--- config.mk ---
export PLATFORM = sky130hd
export DESIGN_NAME = button_gesture_classifier_top
export DESIGN_NICKNAME = d
export VERILOG_FILES = /design/src/hdl/bgc_pkg.sv /design/src/hdl/bgc_core.sv /design/src/hdl/button_gesture_classifier_top.sv
export SDC_FILE = /design/constraint.sdc
export NUM_CORES = 1
export LEC_CHECK = 0
export BUFFER_PORTS_ARGS = -buffer_cell sky130_fd_sc_hd__buf_4
export CAP_MARGIN = 10
export CORE_ASPECT_RATIO = 1.1
export CORE_MARGIN = 8
export CORE_UTILIZATION = 45
export DETAILED_ROUTE_END_ITERATION = 10
export GPL_TIMING_DRIVEN = 1
export PLACE_DENSITY = 0.72
export SETUP_SLACK_MARGIN = 0.4
export SLEW_MARGIN = 20
export SYNTH_ARGS = -nofsm -noshare
export SYNTH_HDL_FRONTEND = slang
export SYNTH_SLANG_ARGS = --single-unit
--- constraint.sdc ---
create_clock -name clk_i -period 7.5 [get_ports clk_i]
set_clock_uncertainty 0.2 [all_clocks]
set_input_delay 0 -clock clk_i [delete_from_list [all_inputs] [get_ports clk_i]]
set_output_delay 0 -clock clk_i [all_outputs]
set_load 0.05 [all_outputs]
--- src/hdl/bgc_pkg.sv ---
// Shared types and constants of the button gesture classifier.
package bgc_pkg;

  localparam int unsigned CFG_W  = 16;
  localparam int unsigned ADDR_W = 4;
  localparam int unsigned DATA_W = 32;

  typedef enum logic [1:0] {
    GEST_NONE   = 2'd0,
    GEST_SINGLE = 2'd1,
    GEST_DOUBLE = 2'd2,
    GEST_LONG   = 2'd3
  } gesture_e;

  // Register indexes, taken from paddr[3:2].
  localparam logic [1:0] REG_LONG_PRESS = 2'd0;
  localparam logic [1:0] REG_MIN_PRESS  = 2'd1;
  localparam logic [1:0] REG_DOUBLE_GAP = 2'd2;

  localparam logic [CFG_W-1:0] LONG_PRESS_RST = 16'd3000;
  localparam logic [CFG_W-1:0] MIN_PRESS_RST  = 16'd50;
  localparam logic [CFG_W-1:0] DOUBLE_GAP_RST = 16'd500;

  typedef struct packed {
    logic [CFG_W-1:0] long_press_ms;
    logic [CFG_W-1:0] min_press_ms;
    logic [CFG_W-1:0] double_gap_ms;
  } cfg_t;

endpackage

--- src/hdl/bgc_core.sv ---
// Gesture state registers and the per-tick classification logic.
module bgc_core #(
  parameter int unsigned TIMER_BITS = 16
) (
  input  logic               clk_i,
  input  logic               rst_ni,
  input  logic               step_i,
  input  logic               down_i,
  input  bgc_pkg::cfg_t      cfg_i,
  output bgc_pkg::gesture_e  gesture_o,
  output logic               mute_o
);

  localparam int unsigned CW = (TIMER_BITS > bgc_pkg::CFG_W) ? TIMER_BITS : bgc_pkg::CFG_W;
  localparam logic [TIMER_BITS-1:0] TMAX = {TIMER_BITS{1'b1}};

  logic                  held_q, held_d;
  logic [TIMER_BITS-1:0] hold_q, hold_d;
  logic [TIMER_BITS-1:0] since_q, since_d;
  logic [1:0]            cnt_q, cnt_d;
  logic                  mute_q, mute_d;

  logic [TIMER_BITS-1:0] gap;
  logic [TIMER_BITS-1:0] dur;
  logic [CW-1:0]         dur_x, long_x, min_x, dbl_x, gap_x;

  assign gap    = (since_q == TMAX) ? since_q : since_q + 1'b1;
  assign dur    = (hold_q == TMAX) ? hold_q : hold_q + 1'b1;
  assign dur_x  = CW'(dur);
  assign gap_x  = CW'(gap);
  assign long_x = CW'(cfg_i.long_press_ms);
  assign min_x  = CW'(cfg_i.min_press_ms);
  assign dbl_x  = CW'(cfg_i.double_gap_ms);

  always_comb begin
    logic [TIMER_BITS-1:0] gap_v;
    logic [1:0]            cnt_v;
    bgc_pkg::gesture_e     gest_v;
    held_d = held_q;
    hold_d = hold_q;
    cnt_v  = cnt_q;
    mute_d = mute_q;
    gap_v  = gap;
    gest_v = bgc_pkg::GEST_NONE;
    if (down_i && !held_q) begin
      held_d = 1'b1;
      hold_d = '0;
    end else if (down_i && held_q) begin
      hold_d = dur;
    end else if (!down_i && held_q) begin
      held_d = 1'b0;
      if (dur_x >= long_x) begin
        gest_v = bgc_pkg::GEST_LONG;
      end else if (dur_x >= min_x) begin
        if (gap_x < dbl_x) begin
          cnt_v = (cnt_q == 2'd3) ? 2'd3 : cnt_q + 2'd1;
        end else begin
          cnt_v = 2'd1;
        end
        gap_v = '0;
        if (cnt_v >= 2'd2) begin
          mute_d = ~mute_q;
          cnt_v  = 2'd0;
          gest_v = bgc_pkg::GEST_DOUBLE;
        end
      end
    end
    // A pending short press that has outlived the window is a single press,
    // unless this tick already reports something.
    if (gest_v == bgc_pkg::GEST_NONE && cnt_v == 2'd1 && CW'(gap_v) > dbl_x) begin
      gest_v = bgc_pkg::GEST_SINGLE;
      cnt_v  = 2'd0;
    end
    since_d   = gap_v;
    cnt_d     = cnt_v;
    gesture_o = gest_v;
  end

  assign mute_o = mute_d;

  always_ff @(posedge clk_i or negedge rst_ni) begin
    if (!rst_ni) begin
      held_q  <= 1'b0;
      hold_q  <= '0;
      since_q <= TMAX;
      cnt_q   <= 2'd0;
      mute_q  <= 1'b0;
    end else if (step_i) begin
      held_q  <= held_d;
      hold_q  <= hold_d;
      since_q <= since_d;
      cnt_q   <= cnt_d;
      mute_q  <= mute_d;
    end
  end

endmodule

--- src/hdl/button_gesture_classifier_top.sv ---
// Top level of the button gesture classifier: register port, tick pipeline and result register.
// Each input beat is one millisecond tick carrying the button level and yields exactly one
// result beat with the gesture seen at that tick and the mute flag after it. A tick is held in the
// input register and then moves into the result register, where its result is presented; a new
// tick is taken every cycle as long as the result register is empty or being drained. The user
// must write thresholds through the register port only while no tick is in flight; the block
// itself does not enforce this.
module button_gesture_classifier_top #(
  parameter int unsigned TIMER_BITS = 16
) (
  input  logic                        clk_i,
  input  logic                        rst_ni,
  input  logic                        in_valid_i,
  output logic                        in_ready_o,
  input  logic                        button_down_i,
  output logic                        out_valid_o,
  input  logic                        out_ready_i,
  output logic [1:0]                  gesture_o,
  output logic                        mute_on_o,
  input  logic                        psel,
  input  logic                        penable,
  input  logic                        pwrite,
  input  logic [bgc_pkg::ADDR_W-1:0]  paddr,
  input  logic [bgc_pkg::DATA_W-1:0]  pwdata,
  output logic [bgc_pkg::DATA_W-1:0]  prdata,
  output logic                        pready
);

  bgc_pkg::cfg_t     cfg_q;
  logic [1:0]        reg_idx;
  logic              wr_en;

  logic              in_v_q;
  logic              down_q;
  logic              out_v_q;
  bgc_pkg::gesture_e gest_q;
  logic              mute_q;

  logic              adv;
  logic              step;
  bgc_pkg::gesture_e gest_c;
  logic              mute_c;

  assign pready  = 1'b1;
  assign reg_idx = paddr[3:2];
  assign wr_en   = psel && penable && pwrite;

  always_ff @(posedge clk_i or negedge rst_ni) begin
    if (!rst_ni) begin
      cfg_q.long_press_ms <= bgc_pkg::LONG_PRESS_RST;
      cfg_q.min_press_ms  <= bgc_pkg::MIN_PRESS_RST;
      cfg_q.double_gap_ms <= bgc_pkg::DOUBLE_GAP_RST;
    end else if (wr_en) begin
      unique case (reg_idx)
        bgc_pkg::REG_LONG_PRESS: cfg_q.long_press_ms <= pwdata[bgc_pkg::CFG_W-1:0];
        bgc_pkg::REG_MIN_PRESS:  cfg_q.min_press_ms  <= pwdata[bgc_pkg::CFG_W-1:0];
        bgc_pkg::REG_DOUBLE_GAP: cfg_q.double_gap_ms <= pwdata[bgc_pkg::CFG_W-1:0];
        default: ;
      endcase
    end
  end

  always_comb begin
    unique case (reg_idx)
      bgc_pkg::REG_LONG_PRESS: prdata = bgc_pkg::DATA_W'(cfg_q.long_press_ms);
      bgc_pkg::REG_MIN_PRESS:  prdata = bgc_pkg::DATA_W'(cfg_q.min_press_ms);
      bgc_pkg::REG_DOUBLE_GAP: prdata = bgc_pkg::DATA_W'(cfg_q.double_gap_ms);
      default:                 prdata = '0;
    endcase
  end

  // The state is updated only when the registered tick moves into the result register.
  assign adv        = !out_v_q || out_ready_i;
  assign step       = in_v_q && adv;
  assign in_ready_o = !in_v_q || adv;

  always_ff @(posedge clk_i or negedge rst_ni) begin
    if (!rst_ni) begin
      in_v_q  <= 1'b0;
      out_v_q <= 1'b0;
    end else begin
      if (in_ready_o) begin
        in_v_q <= in_valid_i;
      end
      if (adv) begin
        out_v_q <= in_v_q;
      end
    end
  end

  always_ff @(posedge clk_i) begin
    if (in_valid_i && in_ready_o) begin
      down_q <= button_down_i;
    end
    if (step) begin
      gest_q <= gest_c;
      mute_q <= mute_c;
    end
  end

  bgc_core #(
    .TIMER_BITS(TIMER_BITS)
  ) u_core (
    .clk_i     (clk_i),
    .rst_ni    (rst_ni),
    .step_i    (step),
    .down_i    (down_q),
    .cfg_i     (cfg_q),
    .gesture_o (gest_c),
    .mute_o    (mute_c)
  );

  assign out_valid_o = out_v_q;
  assign gesture_o   = gest_q;
  assign mute_on_o   = mute_q;

endmodule

# After elaboration in Yosys (flattened, before gate mapping)
# Index checks and enable logic that the tools add are counted.
# totals
register_bits	90
output_inout_bits	38
word_cells	92
# op_classes
n_addsub	3
order_cmp	5
eq_ne	7
n_mux	39
n_bitwise	1
n_reduce_logical	24
# op_table
operator	count
2-to-1 mux 16 bit	9
one-hot mux 16 bit (3 select lines)	1
2-to-1 mux 2 bit	20
adder 16 x 1 -> 16 bit, second input constant	2
== test 16 bit, second input constant	2
>= comparator 16 bit	2
greater-than comparator 16 bit	1
< comparator 16 bit	1
logical AND 1 bit	9
2-to-1 mux 1 bit	9
AND reduction 2 bit	4
== test 2 x 1 -> 1 bit, second input constant	2
== test 2 bit, second input constant	2
zero test 1 bit	4
zero test 2 bit	2
nonzero test 2 bit	2
AND reduction 3 bit	1
adder 2 x 1 -> 2 bit, second input constant	1
>= comparator 2 bit, second input constant	1
logical OR 1 bit	2
inequality test 2 x 1 -> 1 bit, second input constant	1
NOT 1 bit	1

# Depth between registers and ports, before layout
# Gate-level depths: netlist of the first run.
# logic_depth
word_depth	20
mapped_depth	25
mapped_depth_nobuf	21

# By module
# A second synthesis of the first run with hierarchy kept.
# unflattened
hier_cells	645
area_unflattened_um2	6466.2
# by_module_without_submodules
module	instances	cells_per_inst	area_per_inst_um2	seq_area_each_um2
bgc_core	1	455	3905.0	920.9
button_gesture_classifier_top	1	190	2561.2	1391.3

# Worst setup path before layout of the first run
# Ideal clock, no wire load.
# synth_timing
path_type	reg2reg
from	reg u_core.hold_q[3]
to	reg gest_q[0] (netlist: gesture_o[0]) (data pin)
setup_ps	176
t_arrival_ps	4793
required_time_ps	7124
path_slack_ps	2331
stages_incl_launch_ff	25
synth_period_minus_slack_ps	5169
cell_sequence	dfrtp_1 buf_2 and4_4 nand4_4 or2_1 or3_1 buf_2 xor2_1 nand2_1 ha_1 a21o_1 a21o_1 a21oi_1 and4_1 clkbuf_1 clkbuf_1 nor2_1 ha_1 nor2b_1 o211ai_1 a21o_1 a311oi_1 o21bai_1 o311a_1 o32ai_1
# synth_via
word_cells_on_any_way	25
# synth_rtl
element	line_no	text
start: declaration	bgc_core.sv:18	logic [TIMER_BITS-1:0] hold_q, hold_d;
start signal: assignment	bgc_core.sv:90	hold_q <= hold_d;
adder 16 x 1 -> 16 bit or == test 16 bit (tied branches)	bgc_core.sv:28	assign dur = (hold_q == TMAX) ? hold_q : hold_q + 1'b1;
2-to-1 mux 16 bit *	bgc_core.sv:28	
>= comparator 16 bit	bgc_core.sv:54	end else if (dur_x >= min_x) begin
2-to-1 mux 16 bit	bgc_core.sv:54	
2-to-1 mux 16 bit *	bgc_core.sv:52	if (dur_x >= long_x) begin
2-to-1 mux 16 bit *	bgc_core.sv:50	end else if (!down_i && held_q) begin
2-to-1 mux 16 bit *	bgc_core.sv:48	end else if (down_i && held_q) begin
2-to-1 mux 16 bit *	bgc_core.sv:45	if (down_i && !held_q) begin
net u_core.since_d[1]	bgc_core.sv:19	logic [TIMER_BITS-1:0] since_q, since_d;
greater-than comparator 16 bit *	bgc_core.sv:70	if (gest_v == bgc_pkg::GEST_NONE && cnt_v == 2'd1 && CW'(gap_v) > dbl_x) begin
logical AND 1 bit *	bgc_core.sv:70	
end signal: assignment	button_gesture_classifier_top.sv:96	gest_q <= gest_c;
end: declaration	button_gesture_classifier_top.sv:36	bgc_pkg::gesture_e gest_q;
# The timed path passes the listed nets; every way through them passes the cells marked *.
# A chain may end at the register's enable or synchronous reset.

# Worst setup path in the final report of the first run
# Ends and elaborated chain as after synthesis.

==> impl_results.md, run 1 <==
- Final instance area: 0.007390 mm²
- DR iter-0 viols: 313
- Clock Path Buffers: 2
- Clk network pwr share: 25.5%
- Req. time, crit path: 7.47 ns
- Routed vias/inst: 5.350
- Reg-to-Reg End: gesture_o[0]$_SDFFCE_PP1P_
- Final WS setup: 1.245 ns
- Status: complete, no violations
- Die Area: 0.01839 mm²
- Post-Synth XOR/XNOR Area: 3.537%
- Largest stage delay, worst path: 0.86 ns
- Synth Area in Simple Gates: 16.70%
- All-layer global routing usage: 17.91%
- TritonCTS buffer count: 9
- Drt drc: 0
- Mean cell area of the mapped netlist: 8.904 µm²
- TritonCTS clock tree: yes
- Top-count cell post-synth: nand2_1
- Final setup TNS: 0 ns
- Number of synthesized register bits: 90
- GPL Wtd Cong: 0.8979
- Root Buffer: clkbuf_16
- DRT Pass-1 Iters: 5
- Wire length of the first global-routing pass: 25930 µm
- IO buf count: 46
- Routed WL: 15650 µm
- Placed instance count: 937
- Vias in the first global route: 5191
- Synthesis Warnings: 0
- Largest family of logic cells by synthesized area: simple AND/OR/NAND/NOR gates
- Drt wl/cell: 16.05 µm
- Hold worst-path end: cfg_q[35]$_DFFE_PN1P_
- Sink Count: 90
- Synth area leaders: dfrtp_1 21%, ha_1 13%, dfstp_2 13%
- Worst slew pin tran: 0.8972 ns
- Post-CTS setup buffers: 0
- Final Hold Viols: 0
- Initial Util: 45.28%
- Post-Syn Area: 0.006437 mm²
- Combinational power share: 34.9%
- Register area share after synthesis: 35.92%
- Clk_lat worst skew: 0.35 ns
- Post_cts resized: 0
- Initial antenna violation count: 0
- CP Capture Type: flop
- Post-Synth Adder-Cell Area: 13.22%
- HPWL Detailed: 11690 µm
- Crit path launch type: flop
- R2R cell count: 21
- Chip width: 130.0 µm
- Synth-to-Final Area Change: 14.79%
- Part of the power in registers: 39.6%
- R2r setup slk: 1.24 ns
- Sw Share: 36.92%
- Count of different cell masters after synthesis: 60
- Ratio of cells with drive above 1 in the final layout: 16.48%
- Worst r2r src: u_core.hold_q[3]$_DFFE_PN0P_
- Post-synth top area share: 20.99%
- Pwr dens: 228.7 mW/mm²
- Core area: 0.01422 mm²
- Final Cycle Share: 83.41%
- Commonest cells in the synthesized netlist: 92 x nand2_1, 71 x o21ai_0, 68 x ha_1, 63 x inv_1, 54 x dfrtp_1
- Worst Min Path Start: paddr[3]
- FMAX: 159.9 MHz
- Core Util, Final: 51.98%
- RSZ-0062 raised after global routing: no
- Psw: 0.6239 mW
- Area after DPL: 0.006892 mm²
- Die Ht: 141.4 µm
- Final nets: 890
- CTS clock-pin slew for the worst setup and hold paths: 0.07 ns
- GRT Residual Overflow: 0
- P_int: 1.066 mW
- Io pins: 82
- Max-slew violation count: 0
- WP data arrival: 6.22 ns
- CP max-delay cell: and4_1
- Multi-input logic area: 0.003719 mm²
- Top_reg_cell synth: dfrtp_1
- H-tree depth: 3
- VDD IR-drop max: 0.1203 mV
- Kind of critical path: flop to flop
- Compound-gate portion of the synthesized area: 16.48%
- Post-synthesis mux area share: 6.647%
- Via Count: 5216
- Number of max-cap violations: 0
- Hold Path Class: primary input to flop
- Pin count of the biggest net entering global routing: 51
- Non-Filler Instances: 975
- Area leader, netlist: dfrtp_1
- Antenna cell count: 0
- WHS Path Cells: 5
- CP max FO: 23
- P_leak: 3.468 nW
- Register Area: 0.002312 mm²
- Post-synth ARST share: 95.56%
- Post-synth EDFFs: 4
- FP Rows: 46
- ANT nets after route: 0
- Cells after synthesis: 723
- Fillers: 1323
- Setup-failing EPs final: 0
- CP Cell Sequence: and4_4, nand4_4, nor4_1, nand2b_1, nand2_1, nand2_1, ha_1, or3b_1, o2111ai_1, a31oi_1, o21ai_1, and4_1, nor2_1, ha_1, nor2b_1, o211ai_1, a21o_1, a311oi_1, o21bai_1, o311a_1, o32ai_1
- Pre-CTS WS: 1.352 ns
- Rel. slew slack: 40.19%
- Tmin final: 6.255 ns
-- registers in the layout, summed over array words and instances, names as in the netlist --
name and cells:
cfg_q 48, u_core.held_q 1, u_core.mute_q 1, down_q 1
u_core.since_q 16, mute_on_o 1, gesture_o 2, u_core.cnt_q 2
in_v_q 1, out_valid_o 1, u_core.hold_q 16
-- placed cells by master (no fill, tap or decap), types with 4 or more instances in the layout --
cell type / n
nor4_1: 6
xor2_1: 10
nand4_1: 11
edfxtp_1: 4
nor2_1: 34
clkbuf_16: 9
conb_1: 17
nand2b_1: 5
inv_1: 63
buf_4: 51
mux2i_1: 18
o21ai_0: 71
ha_1: 68
and4_1: 5
xnor2_1: 16
nand3_1: 22
o31ai_1: 15
nor3_1: 5
a21o_1: 10
a31oi_1: 4
and3_1: 7
nand2_1: 92
dfrtp_1: 54
mux2_2: 22
and2_1: 10
dlygate4sd3_1: 22
a22o_1: 12
o211ai_1: 4
nor2b_1: 4
a21oi_1: 29
dfstp_2: 32
-- power groups by stage --
stage	logic, mW	clock network (mW)	registers, mW
after floorplan	0.427	0	0.664
after global placement	0.564	0	0.672
after detailed placement	0.574	0	0.676
after CTS	0.592	0.440	0.668
after global routing	0.664	0.459	0.682
final	0.589	0.431	0.669
-- area by class of cell --
| class | instances | share of cell area [%] |
|---|---|---|
| inverter | 64 | 3.251 |
| sequential | 90 | 31.29 |
| clock buffer | 13 | 3.522 |
| timing repair buffer | 73 | 8.161 |
| clock inverter | 3 | 0.2032 |
| tap | 192 | 3.251 |
| multi-input combinational | 540 | 50.32 |
-- per-layer routing --
| layer | part of all wire, % | wire (µm) | vias up | global-route usage [%] |
|---|---|---|---|---|
| li1 | - | - | 2631 | - |
| met2 | 52 | 8087 | 80 | 30.90 |
| met1 | 43 | 6709 | 2480 | 21.77 |
| met4 | 2.5 | 393 | 0 | 8.078 |
| met3 | 2.9 | 459 | 25 | 2.102 |
| met5 | 0 | 0 | - | 0 |
-- kinds of logic after synthesis --
logic type,count (synthesis)
simple gates,218
compound gates,171
buf+inv,108
flops,90
fa+ha+maj,68
mux,40
xor+xnor,26
other cells,2
-- what timing repair did --
item	CTS	global route
endpoints found under the hold margin	88	0
hold buffers	22	0
setup endpoints to repair	0	0
-- worst max path at each step --
stage,from,endpoint,slack [ns],depth (start not counted)
final,u_core.hold_q[3]$_DFFE_PN0P_,gesture_o[0]$_SDFFCE_PP1P_,1.24,21
after floorplan,u_core.hold_q[3]$_DFFE_PN0P_,gesture_o[0]$_SDFFCE_PP1P_,2.33,24
after global routing,u_core.hold_q[3]$_DFFE_PN0P_,gesture_o[0]$_SDFFCE_PP1P_,0.89,21
after CTS,u_core.hold_q[3]$_DFFE_PN0P_,gesture_o[0]$_SDFFCE_PP1P_,1.27,21
after global placement,u_core.hold_q[3]$_DFFE_PN0P_,gesture_o[0]$_SDFFCE_PP1P_,1.46,21
after detailed placement,u_core.hold_q[3]$_DFFE_PN0P_,gesture_o[0]$_SDFFCE_PP1P_,1.35,21
-- metrics by stage --
step / hold WS [ns] / power (mW)
3_5_place_dp: -0.2079 / 1.250
4_1_cts: 0.1030 / 1.700
3_3_place_gp: -0.2121 / 1.236
6_report: 0.1109 / 1.690
5_1_grt: 0.1553 / 1.805
2_1_floorplan: -0.4956 / 1.091
-- critical path, delay by kind of cell (launching register included) --
| family | cells | cell delay [ns] |
|---|---|---|
| AOI/OAI and AO/OA | 9 | 1.75 |
| adders and majority gates | 2 | 0.54 |
| and+or+nand+nor | 10 | 3.06 |
| DFF | 1 | 0.51 |
Note: power is estimated with default switching activity, not from simulation.
==> inputs of run 2 (changes only) <==
- PLACE_DENSITY: 0.72 -> 0.74
- clock period: 7.5 -> 5.15 ns (I/O delays scaled with it)
==> run 2 against run 1 <==
Sequential cell count unchanged. Fmax increased by 29%. Total power increased by 63%. Wire length increased by 7.4%.
==> impl_results.md, run 2 (synthesis gave the netlist of run 1 again) <==
- TritonCTS clock tree: yes
- Vias in the first global route: 5708
- Commonest non-fill, non-tap cell in the layout: nand2_1
- FP Rows: 46
- Chip width: 130.0 µm
- Final nets: 932
- Routed vias/inst: 5.479
- CP max FO: 7
- CP Capture Type: flop
- ANT nets after route: 0
- Status: complete, no violations
- RSZ-0062 raised after global routing: yes
- Routed WL: 16800 µm
- Tmin final: 4.839 ns
- P_leak: 3.777 nW
- Clk_lat worst skew: 0.35 ns
- Io pins: 82
- Die Area: 0.01839 mm²
- GPL Wtd Cong: 0.8797
- Pre-CTS WS: 0.09774 ns
- All-layer global routing usage: 18.88%
- Setup-failing EPs final: 0
- Core area: 0.01422 mm²
- CTS clock-pin slew for the worst setup and hold paths: 0.07 ns
- Synth-to-Final Area Change: 24.76%
- IO buf count: 46
- WP data arrival: 4.82 ns
- Register bank with the most flops: cfg_q
- H-tree depth: 3
- Root Buffer: clkbuf_16
- Final Hold Viols: 0
- Reg-to-Reg End: gesture_o[0]$_SDFFCE_PP1P_
- Kind of critical path: flop to flop
- Hold Path Class: primary input to flop
- Via Count: 5572
- Sink Count: 90
- Hold worst-path end: cfg_q[41]$_DFFE_PN1P_
- Die Ht: 141.4 µm
- FMAX: 206.7 MHz
- Largest regs: cfg_q (48), u_core.hold_q (16), u_core.since_q (16)
- Drt drc: 0
- Final Cycle Share: 93.95%
- Pin count of the biggest net entering global routing: 51
- TritonCTS buffer count: 9
- GRT Residual Overflow: 0
- Initial antenna violation count: 0
- Worst r2r src: u_core.hold_q[1]$_DFFE_PN0P_
- Crit path launch type: flop
- Antenna cell count: 0
- Tot Pwr: 2.750 mW
- DR iter-0 viols: 330
- WHS Path Cells: 5
- HPWL Detailed: 12180 µm
- Initial Util: 45.28%
- Number of max-cap violations: 0
- Max-slew violation count: 0
- Max FFs per register: 48
- Worst slew pin tran: 0.7859 ns
- Rel. slew slack: 47.48%
- R2R cell count: 21
- VDD IR-drop max: 0.1616 mV
- Pwr dens: 342.4 mW/mm²
- Final WS setup: 0.3114 ns
- Clock Path Buffers: 2
- DRT Pass-1 Iters: 5
- Req. time, crit path: 5.13 ns
- Worst Min Path Start: paddr[3]
- Ratio of cells with drive above 1 in the final layout: 25.21%
- Wire length of the first global-routing pass: 27790 µm
- Drt wl/cell: 16.52 µm
- Commonest cells after routing, fill and taps aside: 91 x nand2_1, 90 x buf_4, 70 x o21ai_0
- R2r setup slk: 0.31 ns
- Final setup TNS: 0 ns
run 2: cell count changes in the layout (fill, tap and decap cells not counted), sizes merged:
| cell | before | now |
|---|---|---|
| clkbuf | 13 | 10 |
| clkinv | 3 | 2 |
| bufinv | 0 | 4 |
| buf | 51 | 93 |
run 2: routing by layer:
layer	track usage [%]	vias up	routed length (µm)
met4	8.629	0	480
met1	22.44	2704	7058
li1	-	2708	-
met3	2.177	36	647
met5	0	-	0
met2	33.16	124	8617
run 2: worst max-delay path by stage:
stage                                  from                          end  slack (ns)  depth (start not counted)
5_1_grt        u_core.hold_q[0]$_DFFE_PN0P_  u_core.cnt_q[0]$_DFFE_PN0P_        0.07                         22
4_1_cts        u_core.hold_q[3]$_DFFE_PN0P_   gesture_o[0]$_SDFFCE_PP1P_        0.30                         21
3_5_place_dp   u_core.hold_q[5]$_DFFE_PN0P_   gesture_o[0]$_SDFFCE_PP1P_         0.1                         21
2_1_floorplan  u_core.hold_q[3]$_DFFE_PN0P_   gesture_o[0]$_SDFFCE_PP1P_        0.34                         24
3_3_place_gp   u_core.hold_q[5]$_DFFE_PN0P_   gesture_o[0]$_SDFFCE_PP1P_        0.19                         20
6_report       u_core.hold_q[1]$_DFFE_PN0P_   gesture_o[0]$_SDFFCE_PP1P_        0.31                         21
run 2: area by class of cell:
type                    instances  area [µm²]
clock inverters                 6       128.9
flip-flops and latches         90        2312
clock buffers                  10       229.0
repair buffers                115       929.6
multi-input cells             540        3951
well taps                     192       240.2
fillers                      1251        6185
inverters                      64       240.2
run 2: repair_timing:
item	in CTS	in global routing
hold endpoints to repair	88	0
pin swaps	19	16
gates resized for setup	27	11
hold buffers	22	0
setup endpoints to repair	2	5
setup buffers	11	4
run 2: per-stage QoR:
stage               hold slack (ns)  utilization [%]  instance area [µm²]  instances
finish                       0.1166            56.50                 8031       1017
global route                 0.1700            56.50                 8031       1017
floorplan                   -0.4956                -                 6556        738
detailed placement          -0.2120            50.18                 7133        964
global placement            -0.2169            50.18                 7133        964
CTS                          0.1105            55.97                 7956       1013
run 2: critical path, cell delays in order (launching register included):
cell	delay, ns
dfrtp_1	0.36
ha_2	0.20
nand4_1	0.14
nor4_4	0.29
buf_6	0.17
buf_6	0.12
nor3_2	0.04
xnor2_1	0.15
ha_1	0.40
nand3_2	0.12
a311oi_2	0.27
nor2_2	0.08
a21oi_2	0.16
and4_4	0.31
buf_4	0.17
nor2_1	0.06
ha_1	0.31
nand4_1	0.19
a311oi_2	0.37
o21bai_2	0.14
o311a_1	0.31
o32ai_2	0.09
run 2: power by group:
group / switching [mW] / internal, mW / total [mW]
Combinational: 0.589 / 0.385 / 0.974
Sequential: 0.0938 / 0.874 / 0.967
Clock: 0.288 / 0.521 / 0.809
==> inputs of run 3 (changes only) <==
- ABC_AREA: default -> 1
==> run 3 against run 2 <==
Final cell count rose by 10%. Non-clock buffer count fell by 5. Critical path type unchanged. Worst setup slack improved by 0.076 ns. Register-to-register slack improved by 0.08 ns. Highest routed layer unchanged. Die area fell by 0.35%. Fmax rose by 1.6%.
==> impl_results.md, run 3 <==
- Crit path launch type: flop
- H-tree depth: 3
- Count of different cell masters after synthesis: 50
- Largest stage delay, worst path: 0.37 ns
- CTS clock-pin slew for the worst setup and hold paths: 0.07 ns
- Die Area: 0.01833 mm²
- Clk_lat worst skew: 0.36 ns
- Drt wl/cell: 15.23 µm
- Pwr dens: 516.1 mW/mm²
- Drt drc: 0
- Routed vias/inst: 5.165
- CP Capture Type: flop
- Final Hold Viols: 0
- Die Ht: 141.2 µm
- Psw: 1.902 mW
- Pre-CTS WS: -0.1293 ns
- R2R cell count: 32
- Part of the power in registers: 27.9%
- Wire length of the first global-routing pass: 27050 µm
- Routed WL: 17080 µm
- Top_reg_cell synth: dfrtp_1
- DRT Pass-1 Iters: 5
- Top-count cell post-synth: nand2_1
- Synth area leaders: dfrtp_1 21%, ha_1 13%, dfstp_2 13%
- Final WS setup: 0.3872 ns
- Antenna cell count: 0
- RSZ-0062 raised after global routing: yes
- IO buf count: 46
- Max FFs per register: 48
- Post-synth EDFFs: 4
- Req. time, crit path: 5.05 ns
- Number of synthesized register bits: 90
- Commonest cells in the synthesized netlist: 177 x nand2_1, 152 x inv_1, 83 x o21ai_0, 68 x ha_1, 54 x dfrtp_1
- Tmin final: 4.763 ns
- CP max-delay cell: dfrtp_1
- Core Util, Final: 58.27%
- Max-slew violation count: 0
- Rel. slew slack: 31.92%
- Placed instance count: 1050
- Commonest cells after routing, fill and taps aside: 169 x nand2_1, 149 x inv_1, 82 x buf_4
- VDD IR-drop max: 0.1967 mV
- Ratio of cells with drive above 1 in the final layout: 24.65%
- GRT Residual Overflow: 0
- ANT nets after route: 0
- Fillers: 1233
- R2r setup slk: 0.39 ns
- CP max FO: 6
- Final nets: 1040
- Register area share after synthesis: 36.06%
- Final setup TNS: 0 ns
- Clk network pwr share: 14.6%
- Number of max-cap violations: 0
- Chip width: 129.8 µm
- Pin count of the biggest net entering global routing: 84
- Mean cell area of the mapped netlist: 7.754 µm²
- Largest regs: cfg_q (48), u_core.hold_q (16), u_core.since_q (16)
- Worst r2r src: u_core.hold_q[0]$_DFFE_PN0P_
- Root Buffer: clkbuf_16
- TritonCTS clock tree: yes
- Worst slew pin tran: 1.019 ns
- Cells after synthesis: 827
- Setup-failing EPs final: 0
- P_int: 2.263 mW
- Commonest non-fill, non-tap cell in the layout: nand2_1
- Post-Syn Area: 0.006412 mm²
- Register bank with the most flops: cfg_q
- WP data arrival: 4.66 ns
- Vias in the first global route: 5686
- Non-Filler Instances: 1121
- Final Cycle Share: 92.48%
- Area leader, netlist: dfrtp_1
- Combinational power share: 57.4%
- Post-synth top area share: 21.07%
- P_leak: 4.024 nW
- Kind of critical path: flop to flop
- Initial antenna violation count: 0
- HPWL Detailed: 11860 µm
- Sink Count: 90
- Sw Share: 45.66%
- Initial Util: 46.30%
- Io pins: 82
- Core area: 0.01385 mm²
- Via Count: 5790
- All-layer global routing usage: 18.55%
- Post-synth ARST share: 95.56%
- GPL Wtd Cong: 0.8441
- Synth-to-Final Area Change: 25.87%
- DR iter-0 viols: 292
- Hold Path Class: primary input to asynchronous set/reset pin
- Clock Path Buffers: 2
- FMAX: 210.0 MHz
- Tot Pwr: 4.166 mW
- Reg-to-Reg End: gesture_o[0]$_SDFFCE_PP1P_
- Status: complete, no violations
- Synthesis Warnings: 0
- FP Rows: 45
- TritonCTS buffer count: 9
-- run 3: changes by cell type in the layout (fill, tap and decap cells not counted), moves of 12 or more --
cell	change
a22o_1	-12
o221ai_1	+14
mux2_2	-22
inv_1	+86
o31ai_1	-14
mux2i_1	-17
nor2_1	-17
xnor2_1	-14
nand2_1	+78
nand2_2	+13
nor2_4	+13
-- run 3: routing by layer --
metal | up-vias | GRT usage (%) | routed length [µm] | part of all wire [%]
li1 | 2857 | - | - | -
met1 | 2761 | 21.75 | 7132 | 42
met2 | 135 | 32.24 | 8831 | 52
met3 | 37 | 3.357 | 603 | 3.5
met4 | 0 | 8.078 | 508 | 3.0
met5 | - | 0 | 0 | 0
-- run 3: what timing repair did --
item	CTS	global route
hold buffers	23	0
gates resized for setup	23	69
endpoints found under the setup margin	2	2
setup buffers	24	8
pin swaps	13	26
endpoints found under the hold margin	108	0
-- run 3: worst max-delay path by stage --
stage                                             from  slack [ns]                          to
after floorplan           u_core.hold_q[0]$_DFFE_PN0P_        0.65  gesture_o[0]$_SDFFCE_PP1P_
after global routing      u_core.hold_q[0]$_DFFE_PN0P_        0.15  gesture_o[0]$_SDFFCE_PP1P_
after detailed placement  u_core.hold_q[0]$_DFFE_PN0P_       -0.13  gesture_o[0]$_SDFFCE_PP1P_
final                     u_core.hold_q[0]$_DFFE_PN0P_        0.39  gesture_o[0]$_SDFFCE_PP1P_
after global placement    u_core.hold_q[0]$_DFFE_PN0P_        0.04  gesture_o[0]$_SDFFCE_PP1P_
after CTS                 u_core.hold_q[1]$_DFFE_PN0P_        0.38  gesture_o[0]$_SDFFCE_PP1P_
-- run 3: cell families after synthesis --
kind of cell / after synthesis / synth area share, %
other cells: 2 / 0.1171
compound gates: 164 / 14.58
simple gates: 286 / 20.55
fa+ha+maj: 68 / 13.27
buf+inv: 197 / 12.57
mux: 1 / 0.1561
flops: 90 / 36.06
xor+xnor: 19 / 2.712
-- run 3: worst max-delay path: cells and delay by family (launching register included) --
| family | cells | cell delay (ns) |
|---|---|---|
| buf+inv | 7 | 0.77 |
| fa+ha+maj | 3 | 0.78 |
| flops | 1 | 0.37 |
| simple gates | 15 | 1.48 |
| xor+xnor | 1 | 0.18 |
| compound gates | 6 | 0.71 |
-- run 3: cell type report --
| cell class | count | area, µm² | share of cell area (%) |
|---|---|---|---|
| timing repair buffer | 110 | 910.9 | 11.29 |
| clock inverter | 5 | 21.27 | 0.2635 |
| clock buffer | 11 | 232.7 | 2.883 |
| tap | 188 | 235.2 | 2.914 |
| sequential | 90 | 2313 | 28.66 |
| multi-input combinational | 555 | 3745 | 46.40 |
| inverter | 162 | 613.1 | 7.596 |
-- run 3: power by group through the flow --
| stage | sequential [mW] | clock [mW] | combinational (mW) |
|---|---|---|---|
| after floorplan | 1.14 | 0 | 1.40 |
| after global placement | 1.16 | 0 | 1.79 |
| after detailed placement | 1.16 | 0 | 1.85 |
| after CTS | 1.15 | 0.614 | 2.03 |
| after global routing | 1.19 | 0.638 | 2.68 |
| final | 1.16 | 0.609 | 2.39 |
-- run 3: stage by stage --
step	instance area (µm²)	hold WS (ns)
finish	8071	0.1168
CTS	7674	0.1646
detailed placement	6919	-0.4015
global route	8071	0.1838
floorplan	6469	-0.4956
global placement	6919	-0.4004
